`src/hs5_pkg.sv`:
```
// Shared types and constants for the five-point heat stencil block.
package hs5_pkg;

    // Sample and arithmetic widths.
    localparam int SampleBits = 32;
    localparam int SumBits    = 34;
    localparam int BetaBits   = 19;
    localparam int AlphaBits  = 17;
    localparam int ProdBits   = 51;
    localparam int FracBits   = 16;
    localparam int TotalBits  = 36;

    // Configuration register widths and limits.
    localparam int CfgBits     = 11;
    localparam int CoeffBits   = 16;
    localparam int CfgIdxBits  = 2;
    localparam int CfgDataBits = 16;
    localparam int RowLimit    = 1024;

    // Result queue between the front and back parts.
    localparam int QDepth   = 4;
    localparam int QPtrBits = 2;
    localparam int QCntBits = 3;

    // Configuration register indexes.
    localparam logic [CfgIdxBits-1:0] CFG_GRID_COLS       = 2'd0;
    localparam logic [CfgIdxBits-1:0] CFG_GRID_ROWS       = 2'd1;
    localparam logic [CfgIdxBits-1:0] CFG_DIFFUSION_COEFF = 2'd2;

    // Saturation limits for a sample.
    localparam logic [SampleBits-1:0] SatMaxPos = {1'b0, {(SampleBits-1){1'b1}}};
    localparam logic [SampleBits-1:0] SatMinNeg = {1'b1, {(SampleBits-1){1'b0}}};

    // One in Q2.16, the base of beta = 1 - 4a.
    localparam logic [BetaBits-1:0] BetaOne = 19'h10000;

    // Configuration registers as seen by the datapath.
    typedef struct packed {
        logic [CfgBits-1:0]   grid_cols;
        logic [CfgBits-1:0]   grid_rows;
        logic [CoeffBits-1:0] diffusion_coeff;
    } t_cfg;

    // One classified stencil point handed from front to back.
    typedef struct packed {
        logic signed [SampleBits-1:0] centre;
        logic signed [SumBits-1:0]    sum;
        logic                         last;
    } t_item;

endpackage

```
`src/hs5_back.sv`:
```
// Back part: stencil weighting, truncation, saturation and the output register.
module hs5_back (
    input  logic                                  i_clk,
    input  logic                                  i_rst_n,
    input  logic [hs5_pkg::CoeffBits-1:0]         i_coeff,
    input  logic                                  i_q_valid,
    input  hs5_pkg::t_item                        i_item,
    output logic                                  o_pop,
    output logic                                  o_out_valid,
    input  logic                                  i_out_ready,
    output logic signed [hs5_pkg::SampleBits-1:0] o_value,
    output logic                                  o_frame_last
);

    localparam int PB = hs5_pkg::ProdBits;
    localparam int TB = hs5_pkg::TotalBits;
    localparam int SB = hs5_pkg::SampleBits;
    localparam int SelBits = PB - hs5_pkg::FracBits;

    logic signed [hs5_pkg::BetaBits-1:0]  w_beta;
    logic signed [hs5_pkg::AlphaBits-1:0] w_alpha;
    logic                                 w_b2_free;
    logic                                 w_b1_adv;

    logic                 r_b1_valid;
    logic signed [PB-1:0] r_p1;
    logic signed [PB-1:0] r_p2;
    logic                 r_b1_last;

    logic signed [SelBits-1:0] w_p1s;
    logic signed [SelBits-1:0] w_p2s;
    logic signed [TB-1:0]      w_total;
    logic [SB-1:0]             w_sat;

    logic          r_out_valid;
    logic [SB-1:0] r_value;
    logic          r_last;

    // Stage handshakes: each stage moves when the one after it has room.
    assign w_b2_free = !r_out_valid || i_out_ready;
    assign w_b1_adv  = !r_b1_valid || w_b2_free;
    assign o_pop     = i_q_valid && w_b1_adv;

    // beta = 1 - 4a in Q2.16, alpha widened to a signed operand.
    assign w_beta  = $signed(hs5_pkg::BetaOne - {1'b0, i_coeff, 2'b00});
    assign w_alpha = $signed({1'b0, i_coeff});

    // Multiply stage.
    always_ff @(posedge i_clk) begin
        if (!i_rst_n) begin
            r_b1_valid <= 1'b0;
        end else if (w_b1_adv) begin
            r_b1_valid <= i_q_valid;
        end
    end

    always_ff @(posedge i_clk) begin
        if (o_pop) begin
            r_p1      <= w_beta * $signed(i_item.centre);
            r_p2      <= w_alpha * $signed(i_item.sum);
            r_b1_last <= i_item.last;
        end
    end

    // Drop the fraction bits (floor), add, and saturate to a sample.
    assign w_p1s   = r_p1[PB-1:hs5_pkg::FracBits];
    assign w_p2s   = r_p2[PB-1:hs5_pkg::FracBits];
    assign w_total = TB'(w_p1s) + TB'(w_p2s);

    always_comb begin
        if ((&w_total[TB-1:SB-1]) || !(|w_total[TB-1:SB-1])) begin
            w_sat = w_total[SB-1:0];
        end else if (w_total[TB-1]) begin
            w_sat = hs5_pkg::SatMinNeg;
        end else begin
            w_sat = hs5_pkg::SatMaxPos;
        end
    end

    // Output register.
    always_ff @(posedge i_clk) begin
        if (!i_rst_n) begin
            r_out_valid <= 1'b0;
        end else if (w_b2_free) begin
            r_out_valid <= r_b1_valid;
        end
    end

    always_ff @(posedge i_clk) begin
        if (w_b2_free && r_b1_valid) begin
            r_value <= w_sat;
            r_last  <= r_b1_last;
        end
    end

    assign o_out_valid  = r_out_valid;
    assign o_value      = $signed(r_value);
    assign o_frame_last = r_last;

endmodule

```
`config.mk`:
```
export PLATFORM = sky130hd
export DESIGN_NAME = hs5_back
export DESIGN_NICKNAME = d
export VERILOG_FILES = /design/src/hs5_pkg.sv /design/src/hs5_back.sv
export SDC_FILE = /design/constraint.sdc
export NUM_CORES = 2
export LEC_CHECK = 0
export BUFFER_PORTS_ARGS = -buffer_cell sky130_fd_sc_hd__buf_2
export CAP_MARGIN = 10
export CORE_ASPECT_RATIO = 1.2
export CORE_MARGIN = 5
export CORE_UTILIZATION = 70
export DETAILED_ROUTE_END_ITERATION = 6
export PLACE_DENSITY = 0.88
export SLEW_MARGIN = 0
export SYNTH_ARGS = -nofsm -noshare
export SYNTH_HDL_FRONTEND = slang
export SYNTH_SLANG_ARGS = --single-unit
```
`constraint.sdc`:
```
create_clock -name i_clk -period 11.42 [get_ports i_clk]
set_input_delay 0.571 -clock i_clk [delete_from_list [all_inputs] [get_ports i_clk]]
set_output_delay 0.571 -clock i_clk [all_outputs]
set_load 0.05 [all_outputs]
```
After elaboration in Yosys (flattened, before gate mapping)
Cells that the tools add are included.

word-level totals
  flip-flop bits (word level) = 138
  bits of input ports = 87
  output and inout port bits = 35
  word-level logic and storage cells = 23

operators by class
  add/subtract/negate cells = 2
  $mul = 2
  muxes and demuxes = 2
  reduce and logical (&&, ||, !) cells = 10

operators with widths
  cell                      number
  $mux W32                  2
  $mul A17 B34 Y51          1
  $mul A19 B32 Y51          1
  $add A35 B35 Y36          1
  $sub A17 B18 Y19 const A  1
  $reduce_and A5 Y1         1
  $reduce_or A5 Y1          1
  $logic_not A1 Y1          3
  $logic_or A1 B1 Y1        3
  $logic_and A1 B1 Y1       2

Logic depth before layout (Yosys ltp)
  depth after elaboration = 5
  depth in mapped cells = 31
  mapped depth without buffers = 29

Worst setup path after synthesis
Ideal clock, no wire load.

  kind = input-to-reg
  start point = in i_coeff[2] (netlist bit)
  end point = reg r_p1[50] (data pin)
  library setup time = 0.260 ns
  data arrival time = 7.553 ns
  required time = 11.160 ns
  setup slack = 3.607 ns
  cell stages on the path = 29
  buffers on the path = 2
  path through = clkbuf_1 > nor4_1 > nand2b_1 > nor2_1 > nand3_1 > nor4_1 > xnor2_1 > clkbuf_1 > nand2_1 > fa_1 > inv_1 > fa_1 > fa_1 > fa_1 > fa_1 > inv_1 > fa_1 > inv_1 > ha_1 > ha_1 > a211oi_1 > o211ai_1 > o211ai_1 > and4bb_2 > nor4_1 > a311oi_1 > a41oi_1 > a221o_1 > xnor2_1

on the way
  word-level cells in the longest chain between the ends = 2

RTL lines
  item                    RTL line        source
  start: declaration      hs5_back.sv:5   input logic [hs5_pkg::CoeffBits-1:0] i_coeff,
  $sub A17 B18 Y19        hs5_back.sv:45  assign w_beta = $signed(hs5_pkg::BetaOne - {1'b0, i_coeff, 2'b00});
  $mul A19 B32 Y51        hs5_back.sv:59  r_p1 <= w_beta * $signed(i_item.centre);
  end signal: assignment  hs5_back.sv:59
  end: declaration        hs5_back.sv:26  logic signed [PB-1:0] r_p1;

Every way passes these cells.
A chain may end at the register's enable or synchronous reset.

Worst setup path in the final report
  start point = in i_coeff[5] (netlist bit)
  end point = reg r_p1[50] (data pin)

Same word-level chain as after synthesis.

==> Implementation_results.wiki <==
{| class="wikitable"
! Metric !! Value
|-
| Worst R2R Path Depth || 10
|-
| Pre-antenna DRT Iters || 6
|-
| Min-Delay Endpoint || r_b1_last$_DFFE_PP_
|-
| Core area || between 60000 and 70000 um2
|-
| Post-route cell area || ~44000 um2
|-
| Max-slew violation total from the final report || 0
|-
| Proportion of synthesized flip-flops having asynchronous set or reset || 0%
|-
| Number of endpoints with negative hold slack in the final report || 0
|-
| Post-synthesis sequential area ratio || between 7 and 8%
|-
| Clock edge transition at the registers on the reported setup and hold paths || around 0.07 ns
|-
| Leading cell type by number of instances after synthesis || sky130_fd_sc_hd__inv_1
|-
| Kind of end point of the critical path || flop
|-
| Deepest clock path buffer count || 2
|-
| GRT Total Usage || 33.4%
|-
| Ranking of synthesized cells by area || sky130_fd_sc_hd__fa_1, sky130_fd_sc_hd__ha_1, sky130_fd_sc_hd__inv_1
|-
| Via total after detailed routing || roughly 32000
|-
| Max-cap violation count || 0
|-
| Status || complete, no violations
|-
| Die outline area || between 60000 and 70000 um2
|-
| Number of nets in the layout || approximately 6000
|-
| Minimum clock period || between 8 and 9 ns
|-
| Final routed wire length divided by cell count || between 15 and 20 um
|-
| Clock tree skew after final layout || around 0.012 ns
|-
| Routed wire length || about 110 mm
|-
| CTS Hold Buffers Added || 0
|-
| Antenna diode count || 0
|-
| Number of global-route vias before repair || roughly 36000
|-
| Layout-stage area growth over the synthesis result || 3.63%
|-
| Initial core utilization || a little over two thirds
|-
| Relative slew margins || 30.2%
|-
| Number of H-tree levels || 3
|-
| Number of design-rule violations left by the first detailed-router iteration || 2577
|-
| Number of register bits inferred by synthesis || between 100 and 150
|-
| CP max stage delay || between 0.5 and 0.6 ns
|-
| Arr. time, crit path || just over 9 ns
|-
| Worst r2r src || r_p1[27]$_DFFE_PP_
|-
| Count of buffers from port buffering || about 120
|-
| Count of antenna-violating nets left after detailed routing || 0
|-
| Average vias per placed instance || roughly 6.0
|-
| Initial antenna violation count || 2
|-
| Slack of the worst reg-to-reg path || 7.77 ns
|-
| Routability congestion estimate from global placement || 0.966
|-
| Placed cell areas || around 44000 um2
|-
| Number of I/O pins || 122
|-
| Required time of the critical path || around 12 ns
|-
| Post-Synthesis Net Count || 6046
|-
| CTS tree || built
|-
| Total overflow reported by the global router || 0
|-
| Setup violation total in the final timing report || 0
|-
| Slowest stage cell, crit path || sky130_fd_sc_hd__fa_1
|-
| Number of unique standard cell types used by synthesis || just over 70
|-
| Worst setup SP type || input pin
|-
| Post-synth top area share || 48.3%
|-
| Die outline width || ~240 um
|-
| Unrepaired setup endpoints after global routing || false
|-
| HPWL after detailed placement || between 80 and 90 mm
|-
| Total Negative Setup Slacks || 0 ns
|-
| Yosys warnings || 0
|-
| Highest Clock Rate || about 110 MHz
|-
| Core Rows || 99
|-
| Most Frequent Cell on Critical Path || sky130_fd_sc_hd__fa_1
|-
| Layout cell share with drive strength beyond 1 || about 4.5%
|-
| Worst Max-Slew Pin Slew || roughly 1.0 ns
|-
| Summed instance area of the synthesized netlist || 42900 um2
|-
| Cell at the root of the clock tree || sky130_fd_sc_hd__clkbuf_16
|-
| CTS sink count || between 100 and 150
|-
| Path class of the lowest-slack min-delay path || in -> reg
|-
| Endpoint of the lowest-slack register-to-register path || o_value[2]$_DFFE_PP_
|-
| Total clock buffers created by CTS || 9
|-
| Type of the worst setup path || in -> reg
|-
| Crit-path max FO || 36
|-
| Die Height || roughly 280 um
|-
| Number of synthesized flops with an enable pin || between 100 and 150
|-
| Number of remaining DRC errors || 0
|-
| Leading post-synthesis cells by instance count || sky130_fd_sc_hd__inv_1, sky130_fd_sc_hd__fa_1, sky130_fd_sc_hd__nand2_1
|-
| Maximum number of pins on one net before global-route repair || 73
|-
| Yosys top cell by area || sky130_fd_sc_hd__fa_1
|-
| Clk_lat worst skew || about 0.35 ns
|-
| Fin crit share || ~79%
|-
| Count of cells resized by post-cts repair || 0
|-
| Count of mapped cells out of synthesis || ~4600
|-
| Post-CTS setup buffer count || 0
|-
| Dominant synthesized flop cell || sky130_fd_sc_hd__edfxtp_1
|-
| Post-Synthesis Mean Instance Area || ~9.4 um2
|-
| First-pass GRT wire length || 178 mm
|-
| Hold Startpoint || i_item[0]
|-
| Count of cells along the worst hold path || 1
|}
sequential cells by signal, summed over array words and instances (netlist names):
| signal | cells |
|---|---|
| o_frame_last | 1 |
| o_out_valid | 1 |
| o_value | 32 |
| r_b1_last | 1 |
| r_b1_valid | 1 |
| r_p1 | 35 |
| r_p2 | 35 |
stage by stage:
stage | hold slack (ns) | setup WS (ns) | util (%) | cells
5_1_grt | 0.393 | 1.98 | 73.2 | 5362
2_1_floorplan | 0.400 | 3.61 | - | 4581
3_5_place_dp | 0.417 | 2.31 | 72.6 | 5345
4_1_cts | 0.391 | 2.60 | 73.1 | 5361
6_report | 0.397 | 2.43 | 73.2 | 5362
3_3_place_gp | 0.401 | 2.40 | 72.6 | 5345
critical path: cells and delay by family:
kind / cells / cell delay [ns]
and+or+nand+nor: 10 / 2.16
AOI/OAI and AO/OA: 4 / 1.46
adders and majority gates: 8 / 3.68
xor gates and xnor gates: 2 / 0.27
buffers and inverters: 3 / 0.91
final cells by class:
class,count,area [um2]
timing repair buffer,151,851
sequential,106,3160
tap,808,1010
multi-input combinational,3178,34900
fill,4102,16300
clock buffer,10,229
inverter,1103,4140
clock inverter,6,83.8
kinds of logic after synthesis:
family	synth area share, %
flops	7.38
compound gates	5.50
simple gates	14.9
fa+ha+maj	58.4
buf+inv	11.4
xor+xnor	2.39
mux	0.0701
per-layer routing:
metal  part of all wire, %  GRT usage [%]  routed length, um  vias up
met5                     0              0                  0        -
met4                   5.5           15.8               5880        0
li1                      -              -                  -    13500
met2                    51           58.7              54800     1790
met1                    34           40.4              36700    16100
met3                   8.8           5.86               9420      536
layout by cell type (no fill, tap or decap), types with 5 or more instances in the layout:
master,synthesis,layout
sky130_fd_sc_hd__and3_1,12,12
sky130_fd_sc_hd__a31o_1,5,5
sky130_fd_sc_hd__or3_1,8,8
sky130_fd_sc_hd__o31ai_1,7,7
sky130_fd_sc_hd__ha_1,343,343
sky130_fd_sc_hd__nor2_1,89,89
sky130_fd_sc_hd__nor3_1,20,20
sky130_fd_sc_hd__fa_1,1035,1035
sky130_fd_sc_hd__nor2b_1,14,13
sky130_fd_sc_hd__o211ai_1,8,8
sky130_fd_sc_hd__a21o_1,81,81
sky130_fd_sc_hd__xnor2_2,0,10
sky130_fd_sc_hd__buf_2,1,121
sky130_fd_sc_hd__xor2_1,39,35
sky130_fd_sc_hd__edfxtp_1,104,104
sky130_fd_sc_hd__inv_1,1103,1103
sky130_fd_sc_hd__o21bai_1,10,10
sky130_fd_sc_hd__nand3_1,25,25
sky130_fd_sc_hd__nand4_1,17,17
sky130_fd_sc_hd__o31a_1,5,5
sky130_fd_sc_hd__a31oi_1,6,5
sky130_fd_sc_hd__nand2b_1,12,12
sky130_fd_sc_hd__clkbuf_16,0,9
sky130_fd_sc_hd__a21oi_1,94,93
sky130_fd_sc_hd__buf_4,0,29
sky130_fd_sc_hd__and2_1,407,407
sky130_fd_sc_hd__o21ai_0,56,56
sky130_fd_sc_hd__a211oi_1,8,8
sky130_fd_sc_hd__or2_2,11,11
sky130_fd_sc_hd__xnor2_1,78,68
sky130_fd_sc_hd__a221oi_1,5,5
sky130_fd_sc_hd__a21boi_0,11,10
sky130_fd_sc_hd__o21a_1,17,17
sky130_fd_sc_hd__and4_1,9,9
sky130_fd_sc_hd__nand2_1,693,693
worst max path at each step:
stage,slack (ns),endpoint,from,depth (start not counted)
after floorplan,3.61,r_p1[50]$_DFFE_PP_,i_coeff[2],29
after global placement,2.40,r_p1[50]$_DFFE_PP_,i_coeff[5],29
after detailed placement,2.31,r_p1[50]$_DFFE_PP_,i_coeff[5],27
after CTS,2.60,r_p1[50]$_DFFE_PP_,i_coeff[5],27
after global routing,1.98,r_p1[50]$_DFFE_PP_,i_coeff[5],27
final,2.43,r_p1[50]$_DFFE_PP_,i_coeff[5],27
Power is not shown: default switching activity piles up to over one toggle a cycle in this logic, so the estimate is an artifact.
