===== src/hs5_pkg.sv =====
// Shared types and constants for the five-point heat stencil block.
package hs5_pkg;

    // Sample and arithmetic widths.
    localparam int SampleBits = 32;
    localparam int SumBits    = 34;
    localparam int BetaBits   = 19;
    localparam int AlphaBits  = 17;
    localparam int ProdBits   = 51;
    localparam int FracBits   = 16;
    localparam int TotalBits  = 36;

    // Configuration register widths and limits.
    localparam int CfgBits     = 11;
    localparam int CoeffBits   = 16;
    localparam int CfgIdxBits  = 2;
    localparam int CfgDataBits = 16;
    localparam int RowLimit    = 1024;

    // Result queue between the front and back parts.
    localparam int QDepth   = 4;
    localparam int QPtrBits = 2;
    localparam int QCntBits = 3;

    // Configuration register indexes.
    localparam logic [CfgIdxBits-1:0] CFG_GRID_COLS       = 2'd0;
    localparam logic [CfgIdxBits-1:0] CFG_GRID_ROWS       = 2'd1;
    localparam logic [CfgIdxBits-1:0] CFG_DIFFUSION_COEFF = 2'd2;

    // Saturation limits for a sample.
    localparam logic [SampleBits-1:0] SatMaxPos = {1'b0, {(SampleBits-1){1'b1}}};
    localparam logic [SampleBits-1:0] SatMinNeg = {1'b1, {(SampleBits-1){1'b0}}};

    // One in Q2.16, the base of beta = 1 - 4a.
    localparam logic [BetaBits-1:0] BetaOne = 19'h10000;

    // Configuration registers as seen by the datapath.
    typedef struct packed {
        logic [CfgBits-1:0]   grid_cols;
        logic [CfgBits-1:0]   grid_rows;
        logic [CoeffBits-1:0] diffusion_coeff;
    } t_cfg;

    // One classified stencil point handed from front to back.
    typedef struct packed {
        logic signed [SampleBits-1:0] centre;
        logic signed [SumBits-1:0]    sum;
        logic                         last;
    } t_item;

endpackage


===== src/hs5_queue.sv =====
// Short queue of classified points between the front and back parts.
module hs5_queue (
    input  logic                          i_clk,
    input  logic                          i_rst_n,
    input  logic                          i_push,
    input  hs5_pkg::t_item                i_item,
    input  logic                          i_pop,
    output logic                          o_valid,
    output hs5_pkg::t_item                o_item,
    output logic [hs5_pkg::QCntBits-1:0]  o_count
);

    hs5_pkg::t_item                r_slot [hs5_pkg::QDepth];
    logic [hs5_pkg::QPtrBits-1:0]  r_wr_ptr;
    logic [hs5_pkg::QPtrBits-1:0]  r_rd_ptr;
    logic [hs5_pkg::QCntBits-1:0]  r_count;
    logic                          w_pop;

    assign o_valid = (r_count != '0);
    assign o_item  = r_slot[r_rd_ptr];
    assign o_count = r_count;
    assign w_pop   = i_pop && o_valid;

    // Pointers and fill level.
    always_ff @(posedge i_clk) begin
        if (!i_rst_n) begin
            r_wr_ptr <= '0;
            r_rd_ptr <= '0;
            r_count  <= '0;
        end else begin
            if (i_push) begin
                r_wr_ptr <= r_wr_ptr + hs5_pkg::QPtrBits'(1);
            end
            if (w_pop) begin
                r_rd_ptr <= r_rd_ptr + hs5_pkg::QPtrBits'(1);
            end
            if (i_push && !w_pop) begin
                r_count <= r_count + hs5_pkg::QCntBits'(1);
            end else if (!i_push && w_pop) begin
                r_count <= r_count - hs5_pkg::QCntBits'(1);
            end
        end
    end

    // Entry storage.
    always_ff @(posedge i_clk) begin
        if (i_push) begin
            r_slot[r_wr_ptr] <= i_item;
        end
    end

endmodule


===== config.mk =====
export PLATFORM = sky130hd
export DESIGN_NAME = hs5_queue
export DESIGN_NICKNAME = d
export VERILOG_FILES = /design/src/hs5_pkg.sv /design/src/hs5_queue.sv
export SDC_FILE = /design/constraint.sdc
export NUM_CORES = 1
export LEC_CHECK = 0
export CORE_MARGIN = 1
export CORE_UTILIZATION = 65
export DETAILED_ROUTE_END_ITERATION = 8
export DONT_BUFFER_PORTS = 1
export GPL_ROUTABILITY_DRIVEN = 0
export PLACE_DENSITY = 0.85
export SLEW_MARGIN = 20
export SYNTH_ARGS = -nofsm -noshare
export SYNTH_HDL_FRONTEND = slang
export SYNTH_SLANG_ARGS = --single-unit

===== constraint.sdc =====
create_clock -name i_clk -period 5.6 [get_ports i_clk]
set_input_delay 0.56 -clock i_clk [delete_from_list [all_inputs] [get_ports i_clk]]
set_output_delay 0.56 -clock i_clk [all_outputs]
set_load 0.02 [all_outputs]

After elaboration in Yosys (flattened, before gate mapping)

Memory sizes are Yosys's and may differ from the RTL's. A register that Yosys moved wholly into a read port is not among the register bits.
Index checks and enable logic that the tools add are counted.

Register bits after elaboration: 7
Memory bits (writable): 268
Input port bits: 71
Output and inout port bits: 71
Logic and storage cells: 21
Memories kept: 1

Memories:

| memory | words | bits a word | read ports | clocked after Yosys merged registers in | write ports | RTL line        | source |
|---|---|---|---|---|---|---|---|
| r_slot | 4     | 67          | 1          | 1                                       | 1           | hs5_queue.sv:13 | `hs5_pkg::t_item r_slot [hs5_pkg::QDepth];` |

Add/sub/neg operators: 4
Muxes and demuxes: 6
Reduce and logical (&&, ||, !) cells: 7

Operators with widths:

| operator                                                           | number |
|---|---|
| 3-bit two-way mux                                                  | 2 |
| 2-bit by 1-bit adder with 2-bit output, second input constant      | 2 |
| 2-bit two-way mux                                                  | 2 |
| 3-bit by 1-bit adder with 3-bit output, second input constant      | 1 |
| 1-bit logical AND                                                  | 3 |
| 3-bit nonzero test                                                 | 1 |
| 3-bit by 1-bit subtractor with 3-bit output, second input constant | 1 |
| 1-bit logical NOT                                                  | 2 |
| 1-bit two-way mux                                                  | 2 |
| 2-bit nonzero test                                                 | 1 |

Logic depth before layout (Yosys ltp)

Gate-level depths: netlist (run 1).

Depth after elaboration: 5
Depth in mapped cells: 7
Depth with buffers taken out: 7

Least setup slack after synthesis (run 1)

Ideal clock, no wire load.

Path type: input to register
Start: input i_push
End: memory r_slot[0][0] in the netlist's numbering, enable pin
Arrival time: 2.133 ns
Data required time: 5.168 ns
Path slack: 3.035 ns
Cell stages on the path: 1
Path buffers: 0
Path through: and2_1

Cells in the longest elaborated chain, start to end: 2

Ends and longest elaborated chain:

| item                                    | RTL line        | source |
|---|---|---|
| start: declaration                      | hs5_queue.sv:5  | `input logic i_push,` |
| 1-bit two-way mux                       | hs5_queue.sv:47 | `if (i_push) begin` |
| 1-bit two-way mux (implied by the code) | hs5_queue.sv:48 | `r_slot[r_wr_ptr] <= i_item;` |
| end: declaration                        | hs5_queue.sv:13 |  |

No other way between the ends.

==> flow_summary_export.csv, run 1 <==
group,metric,value,unit
run_status,outcome,"completed",
timing,worst_slack,2.356,ns
yosys,synth.avg_cell_area,25.89,sq um
clocking,htreeDepth,1,
floorplan,rows,45,
floorplan,io_pins,142,
yosys,netlist_area,10150,sq um
clocking,clock_sinks,277,
clocking,clock_latency,0.51,ns
floorplan,die_area,16120,sq um
global_route,grt_pass1_vias,4303,
placed_design,dp_slack,2.787,ns
global_route,antenna_found_initial,0,
layout,area_growth,9.554,%
layout,diodes,0,
timing,holdWs,0.1408,ns
floorplan,die_w,127.0,microns
timing,hold_viol,0,
critical_path,slowest_stage,"dfxtp_4",
layout,layout_common_cells,"edfxtp_1, mux4_2, clkbuf_16",
routing,dr_total_vias,3964,
clocking,postCtsSetupBuffers,0,
clocking,cts_hold_buffers,0,
timing,skew,0.009152,ns
critical_path,cp.required,5.04,ns
layout,final_area,11120,sq um
power_and_ir_drop,p_leak,3.446,nW
critical_path,path_class,"flip-flop to output port",
critical_path,worst_setup_path_end_kind,"output port",
timing,clock.fmax,308.3,MHz
yosys,seq_area_frac_synth,81.07,%
critical_path,critPathMaxStageDelay,0.93,ns
layout,utilization,73.14,%
timing,rsz0062_at_grt,"false",
layout,final_nets,483,
critical_path,cp_max_fo,45,
yosys,ys_ff_latch,277,
layout,layout_commonest_cell,"edfxtp_1",
routing,drcViolationCount,0,
yosys,synth_cell_types,21,
yosys,synth_area_leaders,"edfxtp_1, mux4_2, dfxtp_1",
clocking,cts_made_buffers,26,
global_route,grt_max_degree,68,
global_route,grt_pass1_wl,25190,microns
routing,drtAntennaViolNets,0,
clocking,clk_path_buf_depth,3,
layout,drive_gt1_share,26.00,%
routing,drt_iter0_drc,345,
global_route,track_usage,21.68,%
placed_design,port_buffers,0,
placed_design,dp_hpwl,8792,microns
yosys,yosys_warnings,0,
hold_path,hp-class,"input pin to flip-flop",
flow_run,maxCapViolations,0,
floorplan,coreArea,15200,sq um
global_route,grt.overflow.total,0,
critical_path,worstPathCellList,"buf_4 -> mux4_2",
clocking,root_buffer,"clkbuf_16",
placed_design,placed_area,10260,sq um
timing,tns,0,ns
timing,relSlewSlack,32.85,%
floorplan,start_util,66.77,%
power_and_ir_drop,irDropWorstVdd,363.0,uV
routing,routed_via_density,6.488,
yosys,synth_nets,469,
timing,fin_crit_sh,57.92,%
timing,worst_slew_pin_slew,1.007,ns
routing,drt-wirelength-per-cell,27.49,microns
floorplan,die_h,127.0,microns
timing,slew_viol_final,0,
yosys,syn_inst,392,
clocking,clkSlewWorstSetupHoldPaths,0.06,ns
timing,finalCriticalPeriod,3.244,ns
yosys,synth_area_leader_cell,"edfxtp_1",
critical_path,crit_arrival,2.68,ns
critical_path,critPathLaunchType,"flip-flop",
routing,drtPass1Iterations,4,
clocking,cts_tree,"yes",
routing,wl,16800,microns
yosys,synth_top_cell_area_share,79.29,%
clocking,post_cts_resized,0,
timing,setup_viol,0,
power_and_ir_drop,p_per_area,467.3,nW/um^2
[flip-flops by register name, summed over array words and instances, names as in the netlist, named ones only]
name      count
o_count       3
r_rd_ptr      2
r_slot      268
r_wr_ptr      2
[per-layer routing]
metal  up-vias  track usage [%]  part of all wire [%]
li1       1695                -                     -
met1      2094            26.61                    37
met2       149            37.33                    53
met3        26            7.254                   8.3
met4         0            5.882                   1.8
met5         -                0                     0
[kinds of logic (layout without fill, tap and decap cells)]
group	after synthesis	after routing	share of synthesized area (%)
flops	277	277	81.07
buf+inv	18	49	1.541
xor+xnor	5	5	0.4315
mux	69	69	15.06
simple gates	13	13	0.8012
compound gates	4	4	0.2836
fa+ha+maj	6	6	0.8136
[final cells by class]
type	instances	area, sq um
clock buffers	31	690.7
clock inverters	14	163.9
fillers	823	4083
inverters	3	11.26
multi-input cells	97	1775
flip-flops and latches	277	8235
well taps	188	235.2
repair buffers	1	7.507
[per-stage QoR]
| step | power [mW] | instances |
|---|---|---|
| 6_report | 5.197 | 611 |
| 5_1_grt | 5.375 | 611 |
| 4_1_cts | 5.246 | 611 |
| 3_5_place_dp | 3.498 | 566 |
| 3_3_place_gp | 3.479 | 566 |
| 2_1_floorplan | 3.432 | 392 |
[worst max-delay path, delay by kind of cell (launching register included)]
family	cells	cell delay [ns]
flops	1	0.93
buf+inv	1	0.55
mux	1	0.67
[worst paths after layout]
path | startpoint | end | slack, ns | depth (start not counted)
worst max register to register | o_count[0] | o_count[2] | 3.29 | 7
worst min register to register | r_wr_ptr[1] | r_wr_ptr[1] | 0.58 | 2
worst max-delay path | flip-flop | o_item[39] | 2.36 | 2
worst min-delay path | i_item[1] | r_slot[2][1] | 0.14 | 0
[synthesized netlist by cell type]
cell        n
inv_1       3
o31ai_1     1
mux2i_1     2
buf_6       1
buf_2       4
buf_4       3
nor2b_1     2
o311ai_0    1
or3_1       2
a21boi_0    1
buf_12      4
mux4_2     67
dfxtp_1     9
and2_1      9
buf_1       3
fa_1        1
ha_1        5
xnor2_1     3
edfxtp_1  268
o21ai_0     1
xor2_1      2
[report_power, final]
part	internal, mW	switching [mW]	total [mW]
Sequential	2.40	0.173	2.57
Combinational	0.387	0.490	0.878
Clock	1.06	0.693	1.75
Total	3.84	1.36	5.20
Power figures use the tool's default switching activity.
==> run 2, diff against run 1 <==
--- a/config.mk
+++ b/config.mk
@@ -6,11 +6,11 @@
 export NUM_CORES = 1
 export LEC_CHECK = 0
 export CORE_MARGIN = 1
-export CORE_UTILIZATION = 65
+export CORE_UTILIZATION = 56
 export DETAILED_ROUTE_END_ITERATION = 8
 export DONT_BUFFER_PORTS = 1
 export GPL_ROUTABILITY_DRIVEN = 0
-export PLACE_DENSITY = 0.85
+export PLACE_DENSITY = 0.78
 export SLEW_MARGIN = 20
 export SYNTH_ARGS = -nofsm -noshare
 export SYNTH_HDL_FRONTEND = slang
==> constraint.sdc (replaced) <==
create_clock -name i_clk -period 2.95 [get_ports i_clk]
set_input_delay 0.295 -clock i_clk [delete_from_list [all_inputs] [get_ports i_clk]]
set_output_delay 0.295 -clock i_clk [all_outputs]
set_load 0.02 [all_outputs]
==> run 2 against run 1 <==
Non-clock buffer count grew 76; core utilization decreased by 3.9 points; critical endpoint is now o_count[2]; highest routed layer unchanged; first-iteration DRC count fell by 43%; routed wire length grew 1.1%; cell count increased by 20%.
==> flow_summary_export.csv, run 2 (synthesis results as in run 1) <==
group,metric,value,unit
run_status,outcome,"completed",
critical_path,cp_max_fo,6,
power_and_ir_drop,p_leak,3.833,nW
flow_run,maxCapViolations,0,
critical_path,critPathMaxStageDelay,0.51,ns
placed_design,port_buffers,0,
placed_design,dp_hpwl,9512,microns
global_route,grt_max_degree,39,
timing,worst_slew_pin_slew,0.5583,ns
timing,skew,0.009811,ns
layout,final_nets,560,
timing,finalCriticalPeriod,2.467,ns
clocking,clock_latency,0.52,ns
layout,largest_register,"r_slot",
routing,drt_iter0_drc,196,
timing,tns,0,ns
critical_path,cp.required,3.39,ns
hold_path,hp-class,"input pin to flip-flop",
critical_path,worstPathCellList,"o31ai_1 -> ha_1 -> inv_1 -> fa_1 -> xor2_1 -> or3_1 -> a21boi_0",
power_and_ir_drop,irDropWorstVdd,673.2,uV
floorplan,rows,48,
critical_path,slowest_stage,"o31ai_1",
placed_design,dp_slack,0.6572,ns
layout,drive_gt1_share,24.60,%
global_route,grt_pass1_wl,25610,microns
routing,routed_via_density,5.873,
floorplan,die_h,136.6,microns
critical_path,critPathLaunchType,"flip-flop",
global_route,track_usage,18.80,%
global_route,grt_pass1_vias,4626,
layout,largest_reg_flops,268,
timing,fin_crit_sh,83.64,%
critical_path,crit_family,"compound AO/OA/AOI/OAI gates",
floorplan,start_util,58.08,%
floorplan,die_area,18670,sq um
critical_path,crit_arrival,2.91,ns
routing,dr_total_vias,4293,
floorplan,die_w,136.6,microns
clocking,htreeDepth,1,
floorplan,coreArea,17480,sq um
clocking,cts_tree,"yes",
clocking,root_buffer,"clkbuf_16",
routing,drtPass1Iterations,4,
power_and_ir_drop,power,10.28,mW
timing,hold_viol,0,
timing,clock.fmax,405.3,MHz
global_route,grt.overflow.total,0,
routing,wl,16990,microns
layout,stdcell_count,731,
layout,layout_common_cells,"edfxtp_1, dlygate4sd3_1, mux4_2",
power_and_ir_drop,p_per_area,849.3,nW/um^2
floorplan,io_pins,142,
timing,relSlewSlack,62.78,%
clocking,clk_path_buf_depth,3,
global_route,antenna_found_initial,2,
routing,drcViolationCount,0,
routing,drt-wirelength-per-cell,23.24,microns
critical_path,worst_setup_path_end_kind,"flip-flop",
clocking,clock_sinks,277,
placed_design,placed_cells,609,
clocking,cts_made_buffers,27,
layout,area_growth,19.22,%
clocking,clkSlewWorstSetupHoldPaths,0.06,ns
layout,fill_cells,1007,
timing,setup_viol,0,
timing,slew_viol_final,0,
critical_path,timing.critical_path.buf_inv,1,
timing,rsz0062_at_grt,"false",
timing,worst_slack,0.4827,ns
layout,layout_commonest_cell,"edfxtp_1",
routing,drtAntennaViolNets,0,
clocking,post_cts_resized,0,
critical_path,path_class,"flip-flop to flip-flop",
[run 2: cell count changes in the layout (fill, tap and decap cells not counted), sizes merged]
cell | before | now
clkinvlp | 0 | 2
clkbuf | 31 | 35
dlygate4sd3 | 0 | 70
buf | 1 | 7
diode | 0 | 2
inv | 3 | 4
clkinv | 10 | 8
[run 2: worst paths after layout]
kind                from     endpoint  slack, ns  depth (start not counted)
max reg2reg   o_count[0]   o_count[2]       0.48                          7
min reg2reg  r_wr_ptr[1]  r_wr_ptr[1]       0.61                          2
min                i_pop    flip-flop       0.20                          3
max           o_count[0]   o_count[2]       0.48                          7
[run 2: where the power goes]
group	switching [mW]	internal, mW	total (mW)
combinational	1.17	0.862	2.03
sequential	0.165	4.54	4.71
clock	1.37	2.16	3.53
total	2.71	7.57	10.3
[run 2: cell type report]
cell class | instances | area, sq um | area share [%]
clock inverter | 15 | 195.2 | 1.613
sequential | 277 | 8235 | 68.06
multi-input combinational | 97 | 1775 | 14.67
clock buffer | 35 | 755.7 | 6.245
antenna | 2 | 5.005 | 0.04136
tap | 225 | 281.5 | 2.327
inverter | 3 | 11.26 | 0.09306
timing repair buffer | 77 | 840.8 | 6.949
[run 2: what timing repair did]
item                       CTS  global route
setup endpoints to repair    0             0
hold endpoints to repair   277             0
hold buffers                70             0
buffers inserted             0             0
[run 2: worst reg2reg max path, cell delays in order (launching register included)]
cell and delay, ns:
dfxtp_1 0.45, o31ai_1 0.52, ha_1 0.29, inv_1 0.07
fa_1 0.39, xor2_1 0.19, or3_1 0.32, a21boi_0 0.17
[run 2: per-layer routing]
layer / track usage, % / up-vias / share of wire, %
li1: - / 1870 / -
met1: 22.59 / 2252 / 38
met2: 32.66 / 140 / 52
met3: 5.852 / 31 / 8.3
met4: 5.494 / 0 / 1.8
met5: 0 / - / 0
[run 2: per-stage QoR]
| step | hold slack, ns | cell area (sq um) | util, % |
|---|---|---|---|
| 2_1_floorplan | 0.3939 | 10150 | - |
| 3_3_place_gp | 0.3940 | 10440 | 59.76 |
| 3_5_place_dp | 0.3940 | 10440 | 59.76 |
| 4_1_cts | 0.1151 | 12100 | 69.21 |
| 5_1_grt | 0.2132 | 12100 | 69.22 |
| 6_report | 0.2050 | 12100 | 69.24 |
==> run 3, diff against run 2 <==
==> constraint.sdc (replaced) <==
create_clock -name i_clk -period 2.2 [get_ports i_clk]
set_input_delay 0.22 -clock i_clk [delete_from_list [all_inputs] [get_ports i_clk]]
set_output_delay 0.22 -clock i_clk [all_outputs]
set_load 0.02 [all_outputs]
==> run 3 against run 2 <==
Non-clock buffer count rose by 12; cell count rose by 1.1%; register-to-register slack got worse by 0.36 ns; combinational power rose by 46%; clock power rose by 18%; sequential cell count did not move; critical path depth did not move; die area did not move; sequential power rose by 32%; highest routed layer unchanged; count of clock-buffer cells in the layout fell by 4.
==> flow_summary_export.csv, run 3 (synthesis results as in run 1) <==
group,metric,value,unit
critical_path,critPathLaunchType,"flip-flop",
floorplan,die_h,136.6,microns
timing,fin_crit_sh,94.56,%
critical_path,path_class,"flip-flop to flip-flop",
layout,layout_commonest_cell,"edfxtp_1",
run_status,outcome,"completed",
timing,rsz0062_at_grt,"false",
routing,drcViolationCount,0,
placed_design,port_buffers,0,
placed_design,placed_cells,620,
placed_design,dp_slack,0.04677,ns
global_route,grt_pass1_wl,26900,microns
floorplan,coreArea,17480,sq um
critical_path,cp_max_fo,2,
power_and_ir_drop,p_leak,3.841,nW
placed_design,dp_hpwl,10330,microns
global_route,grt_max_degree,36,
floorplan,die_area,18670,sq um
floorplan,die_w,136.6,microns
routing,drt_iter0_drc,277,
layout,layout_common_cells,"edfxtp_1, dlygate4sd3_1, mux4_2",
clocking,cts_tree,"yes",
timing,clock.fmax,480.7,MHz
power_and_ir_drop,irDropWorstVdd,1090,uV
layout,drive_gt1_share,25.68,%
floorplan,io_pins,142,
timing,finalCriticalPeriod,2.080,ns
routing,dr_total_vias,4314,
global_route,antenna_found_initial,0,
flow_run,maxCapViolations,0,
routing,drtAntennaViolNets,0,
critical_path,worst_setup_path_end_kind,"flip-flop",
timing,hold_viol,0,
routing,wl,17930,microns
routing,drtPass1Iterations,4,
global_route,grt.overflow.total,0,
layout,final_area,12090,sq um
clocking,clock_sinks,277,
timing,relSlewSlack,61.94,%
critical_path,critPathMaxStageDelay,0.38,ns
layout,utilization,69.17,%
critical_path,crit_arrival,2.51,ns
timing,worst_slew_pin_slew,0.5638,ns
clocking,clock_latency,0.51,ns
layout,final_nets,572,
floorplan,rows,48,
layout,stdcell_count,739,
layout,largest_register,"r_slot",
clocking,htreeDepth,1,
clocking,clk_path_buf_depth,3,
critical_path,cp.required,2.63,ns
global_route,track_usage,20.00,%
layout,diodes,0,
timing,worst_slack,0.1197,ns
timing,tns,0,ns
timing,setup_viol,0,
clocking,root_buffer,"clkbuf_16",
layout,area_growth,19.11,%
critical_path,worstPathCellList,"o31ai_2 -> ha_1 -> inv_1 -> fa_1 -> xor2_1 -> or3_1 -> a21boi_0",
timing,skew,0.005964,ns
routing,routed_via_density,5.838,
timing,slew_viol_final,0,
critical_path,slowest_stage,"fa_1",
routing,drt-wirelength-per-cell,24.26,microns
layout,largest_reg_flops,268,
clocking,clkSlewWorstSetupHoldPaths,0.06,ns
global_route,grt_pass1_vias,4711,
clocking,cts_made_buffers,27,
placed_design,placed_area,10580,sq um
floorplan,start_util,58.08,%
power_and_ir_drop,p_per_area,1104,nW/um^2
hold_path,hp-class,"input pin to flip-flop",
-- run 3: cell types whose count changed in the layout (fill, tap and decap cells not counted), sizes merged --
cell         change
dlygate4sd3      -1
clkbuf           -4
clkinv           +5
bufinv           -3
diode            -2
buf             +13
-- run 3: where the power goes --
part	total, mW	internal, mW	switching (mW)	leakage [nW]
registers	6.24	6.09	0.148	2.54
clock network	4.15	2.36	1.79	0.393
logic	2.96	1.26	1.70	0.911
-- run 3: routing by layer --
| metal | share of wire, % | vias to the layer above | GRT usage (%) |
|---|---|---|---|
| met2 | 52 | 182 | 33.87 |
| met1 | 37 | 2211 | 24.84 |
| li1 | - | 1884 | - |
| met5 | 0 | - | 0 |
| met3 | 9.1 | 37 | 6.111 |
| met4 | 2.1 | 0 | 6.111 |
-- run 3: final timing paths --
check | startpoint | to | slack [ns] | depth (start not counted)
min reg2reg | r_wr_ptr[1] | r_wr_ptr[1] | 0.58 | 2
min | i_pop | flip-flop | 0.08 | 3
max | o_count[1] | o_count[2] | 0.12 | 7
max reg2reg | o_count[1] | o_count[2] | 0.12 | 7
-- run 3: layout make-up --
cell class / instances / area, sq um
sequential: 277 / 8235
fill: 1002 / 5388
multi-input combinational: 97 / 1780
timing repair buffer: 89 / 978.4
clock buffer: 31 / 690.7
tap: 225 / 281.5
clock inverter: 17 / 111.4
inverter: 3 / 11.26
-- run 3: what timing repair did --
item                                    CTS  global route
endpoints found under the setup margin   43             1
hold buffers                             69             0
resized for setup                         0             1
hold endpoints to repair                277             0
cloned                                    0             0
setup buffers                             2             0
-- run 3: worst max-delay path: cells and delay by family (launching register included) --
family | cells | cell delay, ns
simple gates | 1 | 0.32
compound gates | 2 | 0.49
buf+inv | 1 | 0.06
xor+xnor | 1 | 0.18
fa+ha+maj | 2 | 0.62
flops | 1 | 0.32
-- run 3: per-stage QoR --
stage                     hold WS [ns]  total power [mW]
after detailed placement        0.3190             9.154
after CTS                      0.06459             13.47
after global placement          0.3190             9.099
after global routing           0.08287             13.84
final                          0.07864             13.35
after floorplan                 0.3189             8.728
